<file path="src/hw/rtl/assert_macros.svh">
// assertion helpers shared by the rtl
`ifndef ASSERT_MACROS_SVH
`define ASSERT_MACROS_SVH
`ifndef SYNTHESIS
// property that must hold at every clock edge out of reset
`define LPBL_ASSERT(label, clk, rst, prop, msg) \
  label: assert property (@(posedge clk) disable iff (rst) (prop)) else $error(msg);
// consequence that must hold in the cycle after the antecedent
`define LPBL_ASSERT_NEXT(label, clk, rst, ante, cons, msg) \
  label: assert property (@(posedge clk) disable iff (rst) (ante) |=> (cons)) else $error(msg);
`else
`define LPBL_ASSERT(label, clk, rst, prop, msg)
`define LPBL_ASSERT_NEXT(label, clk, rst, ante, cons, msg)
`endif
`endif

</file>
<file path="src/hw/rtl/lpbl_pkg.sv">
package lpbl_pkg;

  localparam int IDX_W  = 24;
  localparam int TAG_W  = 16;
  localparam int OFS_W  = 8;
  localparam int SLOT_W = 3;

  // one position of the recency list, frame number kept beside it
  typedef struct packed {
    logic             valid;
    logic [TAG_W-1:0] tag;
  } lpbl_entry_t;

  // per-cell lookup status
  typedef struct packed {
    logic hit;
    logic sel;
  } lpbl_cell_stat_t;

endpackage

</file>
<file path="src/hw/rtl/lpbl_if.sv">
interface lpbl_req_if;
  logic                        valid;
  logic                        ready;
  logic [lpbl_pkg::IDX_W-1:0]  element_index;

  modport source (output valid, output element_index, input ready);
  modport sink   (input valid, input element_index, output ready);
endinterface

interface lpbl_rsp_if;
  logic                        valid;
  logic                        ready;
  logic [lpbl_pkg::SLOT_W-1:0] frame_slot;
  logic [lpbl_pkg::OFS_W-1:0]  word_offset;
  logic                        was_hit;
  logic                        fetch_needed;
  logic [lpbl_pkg::TAG_W-1:0]  fetch_page;
  logic                        writeback_needed;
  logic [lpbl_pkg::TAG_W-1:0]  writeback_page;

  modport source (
    output valid, output frame_slot, output word_offset, output was_hit,
    output fetch_needed, output fetch_page, output writeback_needed,
    output writeback_page, input ready
  );
  modport sink (
    input valid, input frame_slot, input word_offset, input was_hit,
    input fetch_needed, input fetch_page, input writeback_needed,
    input writeback_page, output ready
  );
endinterface

</file>
<file path="src/hw/rtl/lpbl_cell.sv">
module lpbl_cell #(
  parameter int               FRAME_W     = 3,
  parameter logic [FRAME_W-1:0] RESET_FRAME = '0,
  parameter bit               IS_HEAD     = 1'b0,
  parameter bit               IS_LAST     = 1'b0
) (
  input  logic                          clk,
  input  logic                          rst,
  input  logic                          update,
  input  logic [lpbl_pkg::TAG_W-1:0]    key_tag,
  input  lpbl_pkg::lpbl_entry_t         prev_entry,
  input  logic [FRAME_W-1:0]            prev_frame,
  input  logic [FRAME_W-1:0]            head_frame,
  input  logic                          taken_in,
  output lpbl_pkg::lpbl_entry_t         entry,
  output logic [FRAME_W-1:0]            frame,
  output logic                          taken_out,
  output lpbl_pkg::lpbl_cell_stat_t     stat
);
  import lpbl_pkg::*;

  logic match;
  logic claim;

  // a free entry or a matching one stops the search here
  assign match     = entry.valid && (entry.tag == key_tag);
  assign claim     = !entry.valid || match;
  assign taken_out = taken_in | claim;
  assign stat.hit  = match;
  // the last position is selected when no earlier one claimed, for eviction if it claims nothing itself
  assign stat.sel  = IS_LAST ? !taken_in : (claim && !taken_in);

  always_ff @(posedge clk) begin
    if (rst) begin
      entry.valid <= 1'b0;
      entry.tag   <= '0;
      frame       <= RESET_FRAME;
    end else if (update) begin
      if (IS_HEAD) begin
        entry.valid <= 1'b1;
        entry.tag   <= key_tag;
        frame       <= head_frame;
      end else if (!taken_in) begin
        entry <= prev_entry;
        frame <= prev_frame;
      end
    end
  end

endmodule

</file>
<file path="src/hw/rtl/lru_page_buffer_lookup_top.sv">
// an accepted item passes the s0, s1 and output registers to its result item on rsp
// throughput: one item per cycle while rsp.ready is high; the list is updated in the cell row
// and the page/offset split is a two-stage reciprocal multiply with correction
// reset: rst (synchronous) empties the pipeline and marks every list entry
// invalid with frame number equal to position, no clearing pass needed
`include "assert_macros.svh"

module lru_page_buffer_lookup_top #(
  parameter int PAGE_WORDS   = 256,
  parameter int BUFFER_PAGES = 8
) (
  input  logic       clk,
  input  logic       rst,
  lpbl_req_if.sink   req,
  lpbl_rsp_if.source rsp
);
  import lpbl_pkg::*;

  localparam int FRAME_W   = $clog2(BUFFER_PAGES);
  localparam int PAGE_BITS = $clog2(PAGE_WORDS);
  // reciprocal scale: quotient estimate is exact or one low
  localparam int SHIFT     = IDX_W + PAGE_BITS;
  localparam int RECIP_W   = IDX_W + 2;
  localparam int PROD_W    = SHIFT + IDX_W;
  localparam logic [RECIP_W-1:0] RECIP_C = RECIP_W'((64'd1 << SHIFT) / PAGE_WORDS);
  localparam logic [IDX_W-1:0]   DIVISOR = IDX_W'(PAGE_WORDS);

  // pipeline handshake: each stage moves when the one after it has room
  logic s0_valid, s1_valid, out_valid;
  logic s0_ready, s1_ready, out_ready;
  logic load_s0, load_s1, load_out;

  assign out_ready = !out_valid || rsp.ready;
  assign s1_ready  = !s1_valid || out_ready;
  assign s0_ready  = !s0_valid || s1_ready;
  assign load_s0   = req.valid && s0_ready;
  assign load_s1   = s0_valid && s1_ready;
  assign load_out  = s1_valid && out_ready;
  assign req.ready = s0_ready;

  always_ff @(posedge clk) begin
    if (rst) begin
      s0_valid  <= 1'b0;
      s1_valid  <= 1'b0;
      out_valid <= 1'b0;
    end else begin
      if (s0_ready)  s0_valid  <= req.valid;
      if (s1_ready)  s1_valid  <= s0_valid;
      if (out_ready) out_valid <= s1_valid;
    end
  end

  // stage 0: quotient estimate by reciprocal multiply
  logic [PROD_W-1:0] prod;
  logic [IDX_W-1:0]  idx0;
  logic [IDX_W-1:0]  q0;

  assign prod = PROD_W'(req.element_index) * PROD_W'(RECIP_C);

  always_ff @(posedge clk) begin
    if (load_s0) begin
      idx0 <= req.element_index;
      q0   <= prod[SHIFT +: IDX_W];
    end
  end

  // stage 1: remainder and one-step correction
  logic [IDX_W-1:0] rem;
  logic             corr;
  logic [IDX_W-1:0] q_fix;
  logic [IDX_W-1:0] r_fix;
  logic [TAG_W-1:0] page1;
  logic [OFS_W-1:0] offset1;

  always_comb begin
    rem   = idx0 - IDX_W'(q0 * DIVISOR);
    corr  = (rem >= DIVISOR);
    q_fix = corr ? (q0 + IDX_W'(1)) : q0;
    r_fix = corr ? (rem - DIVISOR) : rem;
  end

  always_ff @(posedge clk) begin
    if (load_s1) begin
      page1   <= q_fix[TAG_W-1:0];
      offset1 <= r_fix[OFS_W-1:0];
    end
  end

  // stage 2: row of list cells, position 0 is the most recent
  lpbl_entry_t     entries [BUFFER_PAGES];
  logic [FRAME_W-1:0] frames [BUFFER_PAGES];
  lpbl_cell_stat_t stats   [BUFFER_PAGES];
  logic            taken   [BUFFER_PAGES+1];
  logic [FRAME_W-1:0] head_frame;

  assign taken[0] = 1'b0;

  for (genvar g = 0; g < BUFFER_PAGES; g++) begin : g_cell
    lpbl_entry_t        prev_entry;
    logic [FRAME_W-1:0] prev_frame;

    if (g == 0) begin : g_head
      assign prev_entry = '0;
      assign prev_frame = '0;
    end else begin : g_body
      assign prev_entry = entries[g-1];
      assign prev_frame = frames[g-1];
    end

    lpbl_cell #(
      .FRAME_W     (FRAME_W),
      .RESET_FRAME (FRAME_W'(g)),
      .IS_HEAD     (g == 0),
      .IS_LAST     (g == BUFFER_PAGES - 1)
    ) u_cell (
      .clk        (clk),
      .rst        (rst),
      .update     (load_out),
      .key_tag    (page1),
      .prev_entry (prev_entry),
      .prev_frame (prev_frame),
      .head_frame (head_frame),
      .taken_in   (taken[g]),
      .entry      (entries[g]),
      .frame      (frames[g]),
      .taken_out  (taken[g+1]),
      .stat       (stats[g])
    );
  end

  // gather the selected frame and the hit flag from the row
  logic                    hit_any;
  logic                    full;
  logic [BUFFER_PAGES-1:0] sel_vec;
  logic [BUFFER_PAGES-1:0] valid_vec;
  logic [BUFFER_PAGES-1:0] frame_mask;
  logic [31:0]             head_frame_w;

  always_comb begin
    head_frame = '0;
    hit_any    = 1'b0;
    sel_vec    = '0;
    valid_vec  = '0;
    frame_mask = '0;
    for (int i = 0; i < BUFFER_PAGES; i++) begin
      if (stats[i].sel) head_frame = head_frame | frames[i];
      hit_any    = hit_any | stats[i].hit;
      sel_vec[i]   = stats[i].sel;
      valid_vec[i] = entries[i].valid;
      frame_mask[frames[i]] = 1'b1;
    end
  end

  // nobody claimed: list is full and the least recent entry is evicted
  assign full         = !taken[BUFFER_PAGES];
  assign head_frame_w = 32'(head_frame);

  // output register
  logic [SLOT_W-1:0] out_slot;
  logic [OFS_W-1:0]  out_offset;
  logic              out_hit;
  logic              out_fetch;
  logic [TAG_W-1:0]  out_fpage;
  logic              out_wb;
  logic [TAG_W-1:0]  out_wpage;

  always_ff @(posedge clk) begin
    if (load_out) begin
      out_slot   <= head_frame_w[SLOT_W-1:0];
      out_offset <= offset1;
      out_hit    <= hit_any;
      out_fetch  <= !hit_any;
      out_fpage  <= hit_any ? '0 : page1;
      out_wb     <= full;
      out_wpage  <= full ? entries[BUFFER_PAGES-1].tag : '0;
    end
  end

  assign rsp.valid            = out_valid;
  assign rsp.frame_slot       = out_slot;
  assign rsp.word_offset      = out_offset;
  assign rsp.was_hit          = out_hit;
  assign rsp.fetch_needed     = out_fetch;
  assign rsp.fetch_page       = out_fpage;
  assign rsp.writeback_needed = out_wb;
  assign rsp.writeback_page   = out_wpage;

  // exactly one position is picked in every cycle
  `LPBL_ASSERT(a_sel_onehot, clk, rst, $onehot(sel_vec), "lookup picked no or several positions")
  // valid entries stay packed at the front of the list
  `LPBL_ASSERT(a_valid_packed, clk, rst, (valid_vec & (valid_vec + 1'b1)) == '0, "valid gap")
  // frame numbers stay a permutation of all frames
  `LPBL_ASSERT(a_frames_perm, clk, rst, frame_mask == {BUFFER_PAGES{1'b1}}, "frame numbers lost or duplicated")
  // a lookup leaves a valid front entry and a pending result
  `LPBL_ASSERT_NEXT(a_head_valid, clk, rst, load_out, entries[0].valid && out_valid, "front entry not valid after lookup")

endmodule
</file>
<file path="src/flat_wrapper.sv">
// flat-port wrapper written by rule: the top's interface ports become plain ports
module lru_page_buffer_lookup_top_flat import lpbl_pkg::*;
#(
  parameter int PAGE_WORDS   = 256,
  parameter int BUFFER_PAGES = 8
)
  (clk, rst, req_valid, req_element_index, req_ready, rsp_valid, rsp_frame_slot, rsp_word_offset, rsp_was_hit, rsp_fetch_needed, rsp_fetch_page, rsp_writeback_needed, rsp_writeback_page, rsp_ready);
  lpbl_req_if req_i ();
  lpbl_rsp_if rsp_i ();
  input  logic clk;
  input  logic rst;
  input wire logic [$bits(req_i.valid)-1:0] req_valid;
  input wire logic [$bits(req_i.element_index)-1:0] req_element_index;
  output wire logic [$bits(req_i.ready)-1:0] req_ready;
  output wire logic [$bits(rsp_i.valid)-1:0] rsp_valid;
  output wire logic [$bits(rsp_i.frame_slot)-1:0] rsp_frame_slot;
  output wire logic [$bits(rsp_i.word_offset)-1:0] rsp_word_offset;
  output wire logic [$bits(rsp_i.was_hit)-1:0] rsp_was_hit;
  output wire logic [$bits(rsp_i.fetch_needed)-1:0] rsp_fetch_needed;
  output wire logic [$bits(rsp_i.fetch_page)-1:0] rsp_fetch_page;
  output wire logic [$bits(rsp_i.writeback_needed)-1:0] rsp_writeback_needed;
  output wire logic [$bits(rsp_i.writeback_page)-1:0] rsp_writeback_page;
  input wire logic [$bits(rsp_i.ready)-1:0] rsp_ready;
  assign req_i.valid = req_valid;
  assign req_i.element_index = req_element_index;
  assign req_ready = req_i.ready;
  assign rsp_valid = rsp_i.valid;
  assign rsp_frame_slot = rsp_i.frame_slot;
  assign rsp_word_offset = rsp_i.word_offset;
  assign rsp_was_hit = rsp_i.was_hit;
  assign rsp_fetch_needed = rsp_i.fetch_needed;
  assign rsp_fetch_page = rsp_i.fetch_page;
  assign rsp_writeback_needed = rsp_i.writeback_needed;
  assign rsp_writeback_page = rsp_i.writeback_page;
  assign rsp_i.ready = rsp_ready;
  lru_page_buffer_lookup_top #(.PAGE_WORDS(PAGE_WORDS), .BUFFER_PAGES(BUFFER_PAGES)) u_core (.clk(clk), .rst(rst), .req(req_i), .rsp(rsp_i));
endmodule
</file>
<file path="config.mk">
export PLATFORM = sky130hd
export DESIGN_NAME = lru_page_buffer_lookup_top_flat
export DESIGN_NICKNAME = d
export VERILOG_FILES = /design/src/hw/rtl/lpbl_pkg.sv /design/src/hw/rtl/lpbl_if.sv /design/src/hw/rtl/lpbl_cell.sv /design/src/hw/rtl/lru_page_buffer_lookup_top.sv /design/src/flat_wrapper.sv
export VERILOG_INCLUDE_DIRS = /design/src /design/src/hw/rtl
export SDC_FILE = /design/constraint.sdc
export NUM_CORES = 1
export LEC_CHECK = 0
export BUFFER_PORTS_ARGS = -buffer_cell sky130_fd_sc_hd__buf_2
export CAP_MARGIN = 40
export CORE_MARGIN = 8
export CORE_UTILIZATION = 57
export DETAILED_ROUTE_END_ITERATION = 10
export PLACE_DENSITY_LB_ADDON = 0.08
export SLEW_MARGIN = 20
export SYNTH_ARGS = -nofsm -noshare
export SYNTH_HDL_FRONTEND = slang
export SYNTH_SLANG_ARGS = --single-unit
</file>
<file path="constraint.sdc">
create_clock -name clk -period 3.38 [get_ports clk]
set_input_delay 0.338 -clock clk [delete_from_list [all_inputs] [get_ports clk]]
set_output_delay 0.338 -clock clk [all_outputs]
set_load 0.01 [all_outputs]
</file>
==> out/qor.yml, run 1 <==
outcome:
  status: "finished, final reports clean"
sta:
  drv_slew: 0
  period_share: 0.9076
  tightest_slew_ns: 0.7645
  finalClockSkew_ns: 0.01336
  fin_tns_setup_ns: 0
  hold_viol: 0
  fmax_mhz: 326.0
  fin_ws_ns: 0.3123
  period_needed_ns: 3.068
  grt_setup_unrepaired: "no"
  relSlewSlack: 0.4903
  setup_viol: 0
synthesis:
  ys_warn_count: 0
  yosys.area.top_type: "dfxtp_1"
  syn_area_sq_mm: 0.01125
  synth_commonest_cells: "dfxtp_1 (163), a21oi_1 (126), nand2_1 (125)"
  ys.flop_type: "dfxtp_1"
  postSynthAreaPerCell_sq_um: 10.29
  ys_seq_elements: 257
  synth_edf_count: 94
  post-synth-top-count-cell: "dfxtp_1"
  post_synth_main_area_contributors: "dfxtp_1 (29%), edfxtp_1 (25%), xnor2_1 (8.2%)"
  syn_inst: 1094
  synthArstFlopShare: 0
  yosysSeqAreaShare: 0.5409
  synth_top_area_share: 0.2900
  yosysUniqueCellTypes: 51
  syn-num-nets: 1122
global_route:
  grt_max_degree: 132
  antenna_found_initial: 0
  grt_pass1_wl_mm: 47.10
  grt_pass1_vias: 8227
  grt_overflow: 0
  grt_usage: 0.2456
critical_path:
  startpoint_type: "register"
  worstPathCellList: "xnor2_1 -> nand4_1 -> o41ai_4 -> buf_4 -> or3_1 -> buf_12 -> o21ai_0 -> a21oi_1"
  cp-end-kind: "register"
  cp_max_fo: 38
  arrival_ns: 3.51
  cpMaxStageDelayCell: "edfxtp_1"
  cp.required_ns: 3.83
  setup.worst_path.class: "register to register"
  cpPeakStageDelay_ns: 0.84
final_layout:
  n_antenna_cell: 0
  fillers: 1595
  fin_area_sq_mm: 0.01292
  final_nets: 1206
  drive_gt1_frac: 0.1938
  area_delta_synth_final_pct: 14.84
clock_network:
  cts_max_path_buffers: 3
  h-tree-depth: 1
  tritoncts: "done"
  clock_latency_ns: 0.53
  cts_root_buf: "clkbuf_16"
  cts.sinks: 257
  clkTransAtPathRegs_ns: 0.06
  cts_buffers: 26
  postCtsResizedCells: 0
placement:
  dp_hpwl_mm: 20.02
  portBuffers: 75
  placed_cell_area_sq_mm: 0.01181
  place_ws_ns: 0.3634
  gp_congestion: 0.8876
die:
  start_util: 0.5800
  dieArea_sq_mm: 0.02449
  dieHeight_um: 156.5
  fp.coreArea_sq_mm: 0.01940
  num_rows: 51
  io_pins: 76
  dieWidth_um: 156.5
routing:
  wirelength_mm: 30.11
  first_pass_iters: 5
  final_antenna_net_count: 0
  viasPerCell: 5.856
  num_vias: 8562
  drt-wirelength-per-cell_um: 20.60
  drt_iter0_markers: 644
  drc_errors: 0
power_and_ir_drop:
  max-vdd-ir-drop_mv: 0.4698
  leakage_uw: 0.004178
  cellPowerDensity_mw_per_mm2: 500.7
min_path:
  hold_class: "input pin to register"
flow_run:
  maxCapViolCount: 0
-- layout make-up --
| cell class | instances | area, sq um | share of cell area |
|---|---|---|---|
| flip-flops and latches | 257 | 6086 | 0.4710 |
| multi-input cells | 735 | 4584 | 0.3548 |
| repair buffers | 148 | 1027 | 0.07949 |
| clock buffers | 35 | 767.0 | 0.05935 |
| well taps | 265 | 331.6 | 0.02566 |
| clock inverters | 12 | 88.84 | 0.006875 |
| inverters | 10 | 37.54 | 0.002905 |
-- layer usage --
| metal | GRT usage | up-vias | part of all wire |
|---|---|---|---|
| met2 | 0.4063 | 280 | 0.48 |
| met1 | 0.3355 | 4189 | 0.44 |
| li1 | - | 4035 | - |
| met4 | 0.06545 | 0 | 0.027 |
| met5 | 0 | - | 0 |
| met3 | 0.02868 | 58 | 0.056 |
-- logic make-up after synthesis --
kind of cell,count (synthesis),synth area share
and+or+nand+nor,334,0.1520
xor gates and xnor gates,128,0.1043
AOI/OAI and AO/OA,273,0.1486
DFF,257,0.5409
buffers and inverters,102,0.05426
-- cells in the final DEF, fill, tap and decap left out, drive strengths merged, types with 9 or more instances in the layout --
| cell | n |
|---|---|
| a21oi | 144 |
| and2 | 38 |
| buf | 124 |
| clkbuf | 35 |
| clkinv | 9 |
| dfxtp | 163 |
| dlygate4sd3 | 24 |
| edfxtp | 94 |
| inv | 10 |
| nand2 | 133 |
| nand3 | 75 |
| nand4 | 45 |
| nor2 | 13 |
| nor4 | 15 |
| o21ai | 95 |
| xnor2 | 112 |
| xor2 | 16 |
-- sequential cells by signal (all words and copies together) (netlist names) --
signal / cells
u_core.g_cell.u_cell.entry: 136
u_core.g_cell.u_cell.frame: 24
u_core.idx0: 24
u_core.page1: 16
u_core.rsp.fetch_page: 16
u_core.rsp.writeback_page: 16
u_core.offset1: 8
u_core.rsp.word_offset: 8
u_core.rsp.frame_slot: 3
u_core.rsp.fetch_needed: 1
u_core.rsp.valid: 1
u_core.rsp.was_hit: 1
u_core.rsp.writeback_needed: 1
u_core.s0_valid: 1
u_core.s1_valid: 1
-- worst paths after layout --
| kind | to | start | cells past startpoint | slack (ns) |
|---|---|---|---|---|
| worst max-delay path | u_core.g_cell[5].u_cell.entry[15]$_SDFFE_PP0P_ | u_core.page1[14]$_DFFE_PP_ | 8 | 0.31 |
| worst min-delay path | u_core.s0_valid$_SDFFE_PP0N_ | req_valid | 3 | 0.15 |
| worst max register to register | u_core.g_cell[5].u_cell.entry[15]$_SDFFE_PP0P_ | u_core.page1[14]$_DFFE_PP_ | 8 | 0.31 |
| worst min register to register | u_core.page1[14]$_DFFE_PP_ | u_core.idx0[22]$_DFFE_PP_ | 0 | 0.42 |
-- critical path, delay by kind of cell (launching register included) --
| family | cells | cell delay (ns) |
|---|---|---|
| AO/OA/AOI/OAI | 3 | 0.93 |
| XOR/XNOR | 1 | 0.21 |
| AND/OR/NAND/NOR | 2 | 0.41 |
| flip-flops | 1 | 0.84 |
| buffers and inverters | 2 | 0.59 |
-- timing repair --
item	in CTS	in global routing
hold endpoints to repair	24	0
hold buffers	24	0
setup buffers	0	1
setup endpoints to repair	0	1
-- power by group --
| group | switching [uW] | total (uW) | internal, uW |
|---|---|---|---|
| sequential | 64.5 | 3340 | 3280 |
| combinational | 167 | 294 | 127 |
| clock | 1170 | 2830 | 1660 |
| total | 1400 | 6470 | 5070 |
-- metrics by stage --
| step | instances | utilization | total power, uW | hold slack (ns) |
|---|---|---|---|---|
| after CTS | 1460 | 0.6652 | 6516 | 0.09018 |
| after floorplan | 1094 | - | 3569 | 0.4003 |
| after detailed placement | 1389 | 0.6087 | 3676 | 0.4045 |
| final | 1462 | 0.6662 | 6471 | 0.1482 |
| after global placement | 1389 | 0.6086 | 3672 | 0.4008 |
| after global routing | 1462 | 0.6662 | 6656 | 0.1611 |
Power figures use the tool's default switching activity.
==> run 2: changes to the inputs <==
ABC_AREA = 1   (was not set)
SETUP_SLACK_MARGIN = 0.05   (was not set)
==> run 2 against run 1 <==
Core utilization barely moved. Critical path type unchanged. Largest power group unchanged. Critical endpoint is now u_core.g_cell[6].u_cell.entry[1]$_SDFFE_PP0P_. Synthesized cell count rose by 12%. Global-route usage fell by 3.3 points. Clock power fell by 3%.
==> out/qor.yml, run 2 <==
sta:
  setup_viol: 0
  tightest_slew_ns: 0.6736
  hold_viol: 0
  fmax_mhz: 334.6
  period_needed_ns: 2.989
  relSlewSlack: 0.5509
  finalClockSkew_ns: 0.02780
  period_share: 0.8842
  grt_setup_unrepaired: "no"
  drv_slew: 0
  fin_tns_setup_ns: 0
final_layout:
  fillers: 1593
  fin_area_sq_mm: 0.01254
  top_regs: "u_core.g_cell.u_cell.entry (136), u_core.g_cell.u_cell.frame (24), u_core.idx0 (24)"
  mostFrequentLayoutCells: "nand2_1 (215), dfxtp_1 (163), a21oi_1 (136), nor2_1 (117), inv_1 (106)"
  area_delta_synth_final_pct: 14.08
  n_antenna_cell: 0
  largest_reg_flops: 136
  final_nets: 1339
  drive_gt1_frac: 0.1427
  regMostFlops: "u_core.g_cell.u_cell.entry"
  layout_commonest_cell: "nand2_1"
synthesis:
  synth_commonest_cells: "nand2_1 (215), dfxtp_1 (163), a21oi_1 (136)"
  yosys.area.top_type: "dfxtp_1"
  yosysUniqueCellTypes: 40
  post-synth-top-count-cell: "nand2_1"
  synthMuxAreaShare: 0
  yosys.area_share.xor_xnor: 0.05736
  synth_fa_ha_area_frac: 0
  syn-num-nets: 1253
  syn_area_sq_mm: 0.01099
  yosysSeqAreaShare: 0.5536
  yosys.area_share.simple: 0.1790
  ys.flop_type: "dfxtp_1"
  post_synth_main_area_contributors: "dfxtp_1 (30%), edfxtp_1 (26%), nand2_1 (7.3%)"
  ys_seq_elements: 257
  ys_warn_count: 0
  syn_inst: 1225
  synth_top_area_share: 0.2968
  postSynthAreaPerCell_sq_um: 8.974
  synth-compound-area-share: 0.1269
  synthArstFlopShare: 0
  synth_edf_count: 94
  synth_top_family_by_area: "simple AND/OR/NAND/NOR gates"
routing:
  viasPerCell: 5.208
  drc_errors: 0
  drt_iter0_markers: 601
  drt-wirelength-per-cell_um: 15.90
  wirelength_mm: 25.30
  first_pass_iters: 6
  final_antenna_net_count: 0
  num_vias: 8286
critical_path:
  startpoint_type: "register"
  arrival_ns: 3.45
  cp_max_fo: 32
  setup.worst_path.class: "register to register"
  cp.required_ns: 3.84
  cp-end-kind: "register"
clock_network:
  h-tree-depth: 1
  cts.sinks: 257
  ctsHoldBuffers: 24
  cts_root_buf: "clkbuf_16"
  postCtsResizedCells: 0
  tritoncts: "done"
  cts_max_path_buffers: 3
  clock_latency_ns: 0.55
  post_cts_buffers: 0
  clkTransAtPathRegs_ns: 0.06
  cts_buffers: 26
placement:
  placed_cell_area_sq_mm: 0.01147
  gp_congestion: 0.9117
  dp_hpwl_mm: 17.90
  portBuffers: 75
global_route:
  antenna_found_initial: 0
  grt_pass1_wl_mm: 41.19
  grt_usage: 0.2130
  grt_overflow: 0
  grt_max_degree: 126
  grt_pass1_vias: 7824
die:
  dieHeight_um: 154.9
  dieWidth_um: 154.9
  io_pins: 76
  fp.coreArea_sq_mm: 0.01883
  dieArea_sq_mm: 0.02399
  num_rows: 50
  start_util: 0.5838
flow_run:
  maxCapViolCount: 0
outcome:
  status: "finished, final reports clean"
power_and_ir_drop:
  cellPowerDensity_mw_per_mm2: 507.5
  leakage_uw: 0.005037
  max-vdd-ir-drop_mv: 0.6142
min_path:
  hold_class: "input pin to register"
-- run 2: through the flow --
step                hold slack [ns]  total power, uW    util  worst slack, ns  cells
floorplan                    0.4003             3557       -           0.6596   1225
global placement             0.4005             3645  0.6074           0.4835   1517
detailed placement           0.4045             3654  0.6090           0.4090   1519
CTS                         0.07127             6409  0.6660           0.4074   1591
global route                 0.1062             6570  0.6660           0.1033   1591
finish                      0.08827             6365  0.6660           0.3914   1591
-- run 2: routing by layer --
layer	vias to the layer above	GRT usage	part of all wire
met5	-	0	0
met4	0	0.07466	0.029
met3	57	0.03186	0.055
met2	212	0.3428	0.45
met1	3816	0.2882	0.47
li1	4201	-	-
-- run 2: where the power goes --
part / internal, uW / switching (uW)
Combinational: 114 / 181
Clock: 1570 / 1180
Sequential: 3270 / 46.5
-- run 2: cells by family after synthesis --
family	count (synthesis)
DFF	257
xor gates and xnor gates	72
buffers and inverters	191
AOI/OAI and AO/OA	270
and+or+nand+nor	435
-- run 2: layout make-up --
class	count	area, sq um	share of cell area
sequential	257	6086	0.4853
multi-input combinational	777	3994	0.3185
timing repair buffer	122	815.8	0.06505
clock buffer	36	759.5	0.06056
inverter	127	488.0	0.03891
tap	260	325.3	0.02594
clock inverter	12	72.57	0.005787
-- run 2: worst max-delay path, cell delays in order (launching register included) --
cell      delay (ns)
edfxtp_1        0.67
inv_2           0.22
nand2_1         0.07
nand2_1         0.07
nor2_1          0.05
nand2_1         0.05
nor2_1          0.06
nand2_2         0.11
nand2_4         0.10
nor2_8          0.17
nand2_1         0.10
nor2_4          0.36
nand2_4         0.12
nor2_8          0.16
nand2_4         0.11
inv_4           0.25
o21ai_1         0.09
a21oi_1         0.15
-- run 2: final timing paths --
| kind | start | endpoint | slack (ns) | cells past startpoint |
|---|---|---|---|---|
| worst max-delay path | u_core.page1[9]$_DFFE_PP_ | u_core.g_cell[6].u_cell.entry[1]$_SDFFE_PP0P_ | 0.39 | 17 |
| worst min-delay path | req_valid | u_core.s0_valid$_SDFFE_PP0N_ | 0.09 | 3 |
| worst max register to register | u_core.page1[9]$_DFFE_PP_ | u_core.g_cell[6].u_cell.entry[1]$_SDFFE_PP0P_ | 0.39 | 17 |
| worst min register to register | u_core.offset1[3]$_DFFE_PP_ | u_core.rsp.word_offset[3]$_DFFE_PP_ | 0.40 | 0 |
